### src/hdl/dmbd_pkg.sv
// Types, constants and helper functions of the dead-man button debouncer.
// Depends on nothing; used by the interfaces, the lane and the top level.
package dmbd_pkg;

    localparam int TIME_W   = 32;
    localparam int CFG_W    = 16;
    localparam int MASK_W   = 6;
    localparam int CFG_IDX_W = 8;

    localparam logic [MASK_W-1:0] OUT_MASK = 6'h3F;

    localparam logic [CFG_IDX_W-1:0] REG_PRESS_DEBOUNCE = 8'd0;
    localparam logic [CFG_IDX_W-1:0] REG_REPRESS_GUARD  = 8'd1;

    localparam logic [CFG_W-1:0] PRESS_DEBOUNCE_RST = 16'd20;
    localparam logic [CFG_W-1:0] REPRESS_GUARD_RST  = 16'd50;

    typedef logic [TIME_W-1:0] t_time;

    typedef struct packed {
        logic [CFG_W-1:0] press_debounce_ms;
        logic [CFG_W-1:0] repress_guard_ms;
    } t_cfg;

    // True when (now - since) modulo 2^32 is at least limit.
    function automatic logic elapsed_ge(input t_time now, input t_time since,
                                        input logic [CFG_W-1:0] limit);
        t_time diff;
        diff = now - since;
        return (|diff[TIME_W-1:CFG_W]) || (diff[CFG_W-1:0] >= limit);
    endfunction

endpackage

### src/hdl/dmbd_if.sv
// Valid/ready channel interfaces for samples, results and register writes.
// Depends on dmbd_pkg for field widths.
interface dmbd_in_if;
    logic                         valid;
    logic                         ready;
    logic [dmbd_pkg::TIME_W-1:0]  now_ms;
    logic [dmbd_pkg::MASK_W-1:0]  pressed_bits;
    modport source (output valid, output now_ms, output pressed_bits, input ready);
    modport sink   (input valid, input now_ms, input pressed_bits, output ready);
endinterface

interface dmbd_out_if;
    logic                         valid;
    logic                         ready;
    logic [dmbd_pkg::MASK_W-1:0]  stable_mask;
    logic                         mask_changed;
    modport source (output valid, output stable_mask, output mask_changed, input ready);
    modport sink   (input valid, input stable_mask, input mask_changed, output ready);
endinterface

interface dmbd_cfg_if;
    logic                           valid;
    logic                           ready;
    logic [dmbd_pkg::CFG_IDX_W-1:0] index;
    logic [dmbd_pkg::CFG_W-1:0]     data;
    modport source (output valid, output index, output data, input ready);
    modport sink   (input valid, input index, input data, output ready);
endinterface

### src/hdl/dmbd_lane.sv
// One button of the debouncer: raw and stable levels plus change and release times.
// Depends on dmbd_pkg for the time type, the register struct and elapsed_ge.
module dmbd_lane (
    input  logic                i_clk,
    input  logic                i_rst_n,
    input  logic                i_en,
    input  dmbd_pkg::t_time     i_now,
    input  logic                i_pressed,
    input  dmbd_pkg::t_cfg      i_cfg,
    output logic                o_stable,
    output logic                o_stable_next
);

    logic            r_raw, n_raw;
    logic            r_stable, n_stable;
    dmbd_pkg::t_time r_change, n_change;
    dmbd_pkg::t_time r_release, n_release;

    always_comb begin
        n_raw     = r_raw;
        n_stable  = r_stable;
        n_change  = r_change;
        n_release = r_release;
        if (r_stable) begin
            if (!i_pressed) begin
                n_stable  = 1'b0;
                n_raw     = 1'b0;
                n_change  = i_now;
                n_release = i_now;
            end
        end else begin
            n_raw = i_pressed;
            if (i_pressed != r_raw) begin
                n_change = i_now;
            end
            if (i_pressed) begin
                n_stable = dmbd_pkg::elapsed_ge(i_now, r_release, i_cfg.repress_guard_ms)
                        && dmbd_pkg::elapsed_ge(i_now, n_change, i_cfg.press_debounce_ms);
            end
        end
    end

    always_ff @(posedge i_clk) begin
        if (!i_rst_n) begin
            r_raw     <= 1'b0;
            r_stable  <= 1'b0;
            r_change  <= '0;
            r_release <= '0;
        end else if (i_en) begin
            r_raw     <= n_raw;
            r_stable  <= n_stable;
            r_change  <= n_change;
            r_release <= n_release;
        end
    end

    assign o_stable      = r_stable;
    assign o_stable_next = n_stable;

endmodule

### src/hdl/dead_man_button_debouncer.sv
// Top level of the dead-man button debouncer: input register, button lanes, result register.
// Depends on dmbd_pkg, the channel interfaces and dmbd_lane.
//
//   channel   modport  moves                             accepted when
//   i_in      sink     now_ms, pressed_bits              valid && ready
//   o_out     source   stable_mask, mask_changed         valid && ready
//   i_cfg     sink     index, data (register write)      valid && ready
//
// One item per cycle unless the result stalls; a sample is accepted into the input register,
// and its result is presented when the lane logic loads the result register from it.
// Every button is handled in parallel by two subtracts of 32-bit times, each compared to a 16-bit limit.
// Reset (synchronous, active low) releases every button at time 0 and restores the registers.
// A stalled result holds the result register; the input register still takes one more item.
// Register writes are always ready.
module dead_man_button_debouncer #(
    parameter int NUM_BUTTONS = 6
) (
    input  logic        i_clk,
    input  logic        i_rst_n,
    dmbd_in_if.sink     i_in,
    dmbd_out_if.source  o_out,
    dmbd_cfg_if.sink    i_cfg
);

    localparam int LANES = (NUM_BUTTONS < dmbd_pkg::MASK_W) ? NUM_BUTTONS : dmbd_pkg::MASK_W;

    dmbd_pkg::t_cfg               r_cfg;
    logic                         r_in_valid;
    dmbd_pkg::t_time              r_now;
    logic [dmbd_pkg::MASK_W-1:0]  r_bits;
    logic                         r_out_valid;
    logic [dmbd_pkg::MASK_W-1:0]  r_mask;
    logic                         r_changed;

    logic                         w_adv;
    logic [dmbd_pkg::MASK_W-1:0]  w_cur_mask;
    logic [dmbd_pkg::MASK_W-1:0]  n_mask;

    assign w_adv      = r_in_valid && (!r_out_valid || o_out.ready);
    assign i_in.ready = !r_in_valid || w_adv;
    assign i_cfg.ready = 1'b1;

    for (genvar g = 0; g < dmbd_pkg::MASK_W; g++) begin : g_lane
        if (g < LANES) begin : g_used
            dmbd_lane u_lane (
                .i_clk         (i_clk),
                .i_rst_n       (i_rst_n),
                .i_en          (w_adv),
                .i_now         (r_now),
                .i_pressed     (r_bits[g]),
                .i_cfg         (r_cfg),
                .o_stable      (w_cur_mask[g]),
                .o_stable_next (n_mask[g])
            );
        end else begin : g_unused
            assign w_cur_mask[g] = 1'b0;
            assign n_mask[g]     = 1'b0;
        end
    end

    always_ff @(posedge i_clk) begin
        if (!i_rst_n) begin
            r_cfg.press_debounce_ms <= dmbd_pkg::PRESS_DEBOUNCE_RST;
            r_cfg.repress_guard_ms  <= dmbd_pkg::REPRESS_GUARD_RST;
        end else if (i_cfg.valid) begin
            unique case (i_cfg.index)
                dmbd_pkg::REG_PRESS_DEBOUNCE: r_cfg.press_debounce_ms <= i_cfg.data;
                dmbd_pkg::REG_REPRESS_GUARD:  r_cfg.repress_guard_ms  <= i_cfg.data;
                default: ;
            endcase
        end
    end

    always_ff @(posedge i_clk) begin
        if (!i_rst_n) begin
            r_in_valid <= 1'b0;
        end else if (i_in.ready) begin
            r_in_valid <= i_in.valid;
        end
    end

    always_ff @(posedge i_clk) begin
        if (i_in.valid && i_in.ready) begin
            r_now  <= i_in.now_ms;
            r_bits <= i_in.pressed_bits;
        end
    end

    always_ff @(posedge i_clk) begin
        if (!i_rst_n) begin
            r_out_valid <= 1'b0;
        end else if (w_adv) begin
            r_out_valid <= 1'b1;
        end else if (o_out.ready) begin
            r_out_valid <= 1'b0;
        end
    end

    always_ff @(posedge i_clk) begin
        if (w_adv) begin
            r_mask    <= n_mask & dmbd_pkg::OUT_MASK;
            r_changed <= (n_mask != w_cur_mask);
        end
    end

    assign o_out.valid        = r_out_valid;
    assign o_out.stable_mask  = r_mask;
    assign o_out.mask_changed = r_changed;

endmodule

### src/flat_wrapper.sv
// flat-port wrapper written by rule: the top's interface ports become plain ports
module dead_man_button_debouncer_flat 
#(
    parameter int NUM_BUTTONS = 6
)
  (i_clk, i_rst_n, i_in_valid, i_in_now_ms, i_in_pressed_bits, i_in_ready, o_out_valid, o_out_stable_mask, o_out_mask_changed, o_out_ready, i_cfg_valid, i_cfg_index, i_cfg_data, i_cfg_ready);
  dmbd_in_if i_in_i ();
  dmbd_out_if o_out_i ();
  dmbd_cfg_if i_cfg_i ();
  input  logic i_clk;
  input  logic i_rst_n;
  input wire logic [$bits(i_in_i.valid)-1:0] i_in_valid;
  input wire logic [$bits(i_in_i.now_ms)-1:0] i_in_now_ms;
  input wire logic [$bits(i_in_i.pressed_bits)-1:0] i_in_pressed_bits;
  output wire logic [$bits(i_in_i.ready)-1:0] i_in_ready;
  output wire logic [$bits(o_out_i.valid)-1:0] o_out_valid;
  output wire logic [$bits(o_out_i.stable_mask)-1:0] o_out_stable_mask;
  output wire logic [$bits(o_out_i.mask_changed)-1:0] o_out_mask_changed;
  input wire logic [$bits(o_out_i.ready)-1:0] o_out_ready;
  input wire logic [$bits(i_cfg_i.valid)-1:0] i_cfg_valid;
  input wire logic [$bits(i_cfg_i.index)-1:0] i_cfg_index;
  input wire logic [$bits(i_cfg_i.data)-1:0] i_cfg_data;
  output wire logic [$bits(i_cfg_i.ready)-1:0] i_cfg_ready;
  assign i_in_i.valid = i_in_valid;
  assign i_in_i.now_ms = i_in_now_ms;
  assign i_in_i.pressed_bits = i_in_pressed_bits;
  assign i_in_ready = i_in_i.ready;
  assign o_out_valid = o_out_i.valid;
  assign o_out_stable_mask = o_out_i.stable_mask;
  assign o_out_mask_changed = o_out_i.mask_changed;
  assign o_out_i.ready = o_out_ready;
  assign i_cfg_i.valid = i_cfg_valid;
  assign i_cfg_i.index = i_cfg_index;
  assign i_cfg_i.data = i_cfg_data;
  assign i_cfg_ready = i_cfg_i.ready;
  dead_man_button_debouncer #(.NUM_BUTTONS(NUM_BUTTONS)) u_core (.i_clk(i_clk), .i_rst_n(i_rst_n), .i_in(i_in_i), .o_out(o_out_i), .i_cfg(i_cfg_i));
endmodule
### config.mk
export PLATFORM = sky130hd
export DESIGN_NAME = dead_man_button_debouncer_flat
export DESIGN_NICKNAME = d
export VERILOG_FILES = /design/src/hdl/dmbd_pkg.sv /design/src/hdl/dmbd_if.sv /design/src/hdl/dmbd_lane.sv /design/src/hdl/dead_man_button_debouncer.sv /design/src/flat_wrapper.sv
export SDC_FILE = /design/constraint.sdc
export NUM_CORES = 2
export LEC_CHECK = 0
export BUFFER_PORTS_ARGS = -buffer_cell sky130_fd_sc_hd__buf_2
export CAP_MARGIN = 20
export CELL_PAD_IN_SITES_DETAIL_PLACEMENT = 2
export CELL_PAD_IN_SITES_GLOBAL_PLACEMENT = 2
export CORE_MARGIN = 3
export CORE_UTILIZATION = 30
export DETAILED_ROUTE_END_ITERATION = 10
export GPL_TIMING_DRIVEN = 0
export PLACE_DENSITY = 0.62
export SLEW_MARGIN = 20
export SYNTH_ARGS = -nofsm -noshare
export SYNTH_HDL_FRONTEND = slang
export SYNTH_SLANG_ARGS = --single-unit
### constraint.sdc
create_clock -name i_clk -period 7 [get_ports i_clk]
set_clock_uncertainty 0.2 [all_clocks]
set_input_delay 0.7 -clock i_clk [delete_from_list [all_inputs] [get_ports i_clk]]
set_output_delay 0.7 -clock i_clk [all_outputs]
set_load 0.03 [all_outputs]
==> impl_results.md <==
* Commonest non-fill, non-tap cell in the layout: nand2_1
* Max-slew violation count at 0
* Post-synth top flop: dfxtp_1
* Pre-CTS WS at -2.30 ns
* Final hold vios at 0
* Antenna violations before repair at 10
* Netlist Area Pre-Place at about 47000 um^2
* Total number of vias at 48601
* Most frequent cells in the layout: nand2_1 (1085), ha_1 (533), dfxtp_1 (429)
* CP Class: reg -> reg
* Final wirelength at 244000 um
* Grt ovf at 0
* Power per cell area at 200 nW/um^2
* Max Fclk at 145 MHz
* Longest Clk Path Bufs at 3
* Setup ws final at 0.118 ns
* Startpoint Class: register
* Syn-to-layout area delta at 16.8%
* Post-DP Area at 50600 um^2
* Share of layout cells above drive strength 1 at 8.29%
* Arrival @ worst endpoint at 7.13 ns
* Final HPWL DP at 193000 um
* Met2 WL post-DR at between 100000 and 150000 um
* First-pass GRT wire length at ~350000 um
* Worst Max-Slew Pin Slew at 1.23 ns
* Design Power at 10.9 mW
* Static leakage at ~21 nW
* Nets at 7131
* Critical path capture point type: register
* Starting Density at a little under a third
* Slew HR at a little under a fifth
* Cells after DPL at 8393
* # IOs at 77
* Final period util at 98.3%
* H-tree levels at 2
* Die W at between 400 and 500 um
* Core footprint at 154000 um^2
* Post-route DRC at 0
* Distinct cells, synth at 100
* Worst-path clk slew at 0.07 ns
* Minimum clock period at 6.88 ns
* DRT iter0 DRCs at 2768
* Non-filler cells, final at 8615
* Post-synth EDFFs at 45
* Synth warn at 0
* Synthesized instance count at approximately 6200
* Ys async rst share at 0%
* Overall Global Routing Usage at 29.4%
* Status: complete, no violations
* Num CTS Buffers at ~60
* Register area share after synthesis at about a fifth
* Clock root cell: clkbuf_16
* Rows at 144
* Clk sinks at 475
* Worst-Skew Late Latency at slightly above 0.7 ns
* Die Footprint at 160000 um^2
* Final setup viols at 0
* CTS tree: done
* DIE HEIGHT at 400 um
* Vias in the first global route at 51007
* HP Class: in -> reg
* WL/cell at ~28 um
* Post-route cell area at 54500 um^2
* 1st-pass router iterations at 5
* WL met1 at 109000 um
* Max_cap viols at 0
* Critical path required time at 7.25 ns
* Syn avg cell area at approximately 7.5 um^2
* Detail Route Antenna Nets at 0
* Via density at 5.64
* Peak VDD IR at 214 uV
* # port buffers at 74
* Uppermost layer routed: met4
* GP Congestion at around 0.92
* Pin count of the biggest net entering global routing at 33
* Crit-path max FO at 9
* Met3 wire len at 7840 um
* Seq cells post-synth at about 480
* Net count after synthesis at roughly 6800
* # fillers at around 18000
==> path summary, 6_finish.rpt <==
check        slack (ns)                                                      start                                                        end  cells past startpoint
max                0.12                                 u_core.r_now[12]$_DFFE_PP_                        u_core.o_out.mask_changed$_DFFE_PP_                     17
min                0.04                                            i_in_now_ms[31]                                 u_core.r_now[31]$_DFFE_PP_                      1
max reg2reg        0.12                                 u_core.r_now[12]$_DFFE_PP_                        u_core.o_out.mask_changed$_DFFE_PP_                     17
min reg2reg        0.26  u_core.g_lane[5].g_used.u_lane.r_release[10]$_SDFFE_PN0P_  u_core.g_lane[5].g_used.u_lane.r_release[10]$_SDFFE_PN0P_                      2
==> cell type report <==
type                       count  area, um^2  share of cell area [%]
sequential                   475        9960                    18.3
multi-input combinational   5045       34600                    63.4
inverter                     362        1370                    2.51
clock buffer                  78        1700                    3.12
antenna                        6        15.0                  0.0275
timing repair buffer         240        2270                    4.16
tap                         2044        2560                    4.69
clock inverter                38         503                   0.923
buffer                       327        1560                    2.87
==> flip-flops by register name, summed over array words and instances, names as in the netlist, 6 cells and up <==
name                                   cells
u_core.g_lane.g_used.u_lane.o_stable       6
u_core.g_lane.g_used.u_lane.r_change     192
u_core.g_lane.g_used.u_lane.r_raw          6
u_core.g_lane.g_used.u_lane.r_release    192
u_core.o_out.stable_mask                   6
u_core.r_bits                              6
u_core.r_cfg                              32
u_core.r_now                              32
==> Yosys cell counts, drive strengths merged (93+ instances only) <==
master | number | area share [%]
a21boi | 403 | 6.5
nand2b | 94 | 1.3
inv | 362 | 2.9
a21o | 210 | 3.4
o21ai | 299 | 3.2
a21oi | 442 | 4.7
clkbuf | 290 | 2.3
nand2 | 1086 | 8.7
ha | 540 | 14
mux2i | 210 | 4.5
dfxtp | 430 | 18
nor2b | 113 | 1.5
nand3 | 100 | 1.1
nor2 | 284 | 2.3
xor2 | 93 | 1.7
xnor2 | 173 | 3.3
==> per-layer routing <==
layer  up-vias  global-route usage, %
li1      22780                      -
met3       305                   1.94
met4         0                   11.4
met1     24690                   38.2
met5         -                      0
met2       826                   50.7
==> power by group <==
part | leakage [nW] | switching (mW) | total (mW) | internal (mW)
clock network | 1.06 | 1.47 | 3.56 | 2.09
registers | 3.91 | 0.0850 | 2.91 | 2.83
logic | 15.9 | 2.78 | 4.42 | 1.65
==> through the flow <==
step	setup TNS (ns)	util (%)	hold WS, ns
CTS	0	34.9	0.00390
finish	0	35.3	0.0391
detailed placement	-16.79	32.8	0.260
floorplan	0	-	0.243
global placement	-25.78	32.2	0.250
global route	-0.123	35.3	0.0166
==> what timing repair did <==
action | 4_1_cts | 5_1_grt
resized for setup | 125 | 93
pin swaps | 6 | 32
hold buffers | 36 | 0
endpoints found under the setup margin | 13 | 11
setup buffers | 27 | 43
cloned | 0 | 1
endpoints found under the hold margin | 36 | 0
==> worst max-delay path: stages, from the launching register on <==
cell,delay [ns]
edfxtp_1,0.44
buf_8,0.20
ha_1,0.28
clkbuf_1,0.50
nand2_1,0.39
nor2_1,0.58
o2111ai_1,0.57
nand3_1,0.31
xor2_1,0.17
ha_1,0.30
o2111ai_1,0.30
a21oi_1,0.31
nor4_1,0.37
nand4_1,0.17
or4_1,0.47
or4_1,0.65
a22oi_1,0.28
nand4_1,0.11
==> cells by family (layout without fill, tap and decap cells) <==
logic type               count (synthesis)  after routing  share of synthesized area, %
AND/OR/NAND/NOR                       2091           2091                          20.5
AO/OA/AOI/OAI                         1917           1917                          27.7
buffers and inverters                  698           1045                          5.77
adder cells (fa/ha/maj)                557            557                          15.1
flip-flops                             475            475                          21.3
XOR/XNOR                               266            266                          5.04
multiplexers                           213            213                          4.58
other                                    1              7                       0.00804
(Power assumes the default switching activity.)
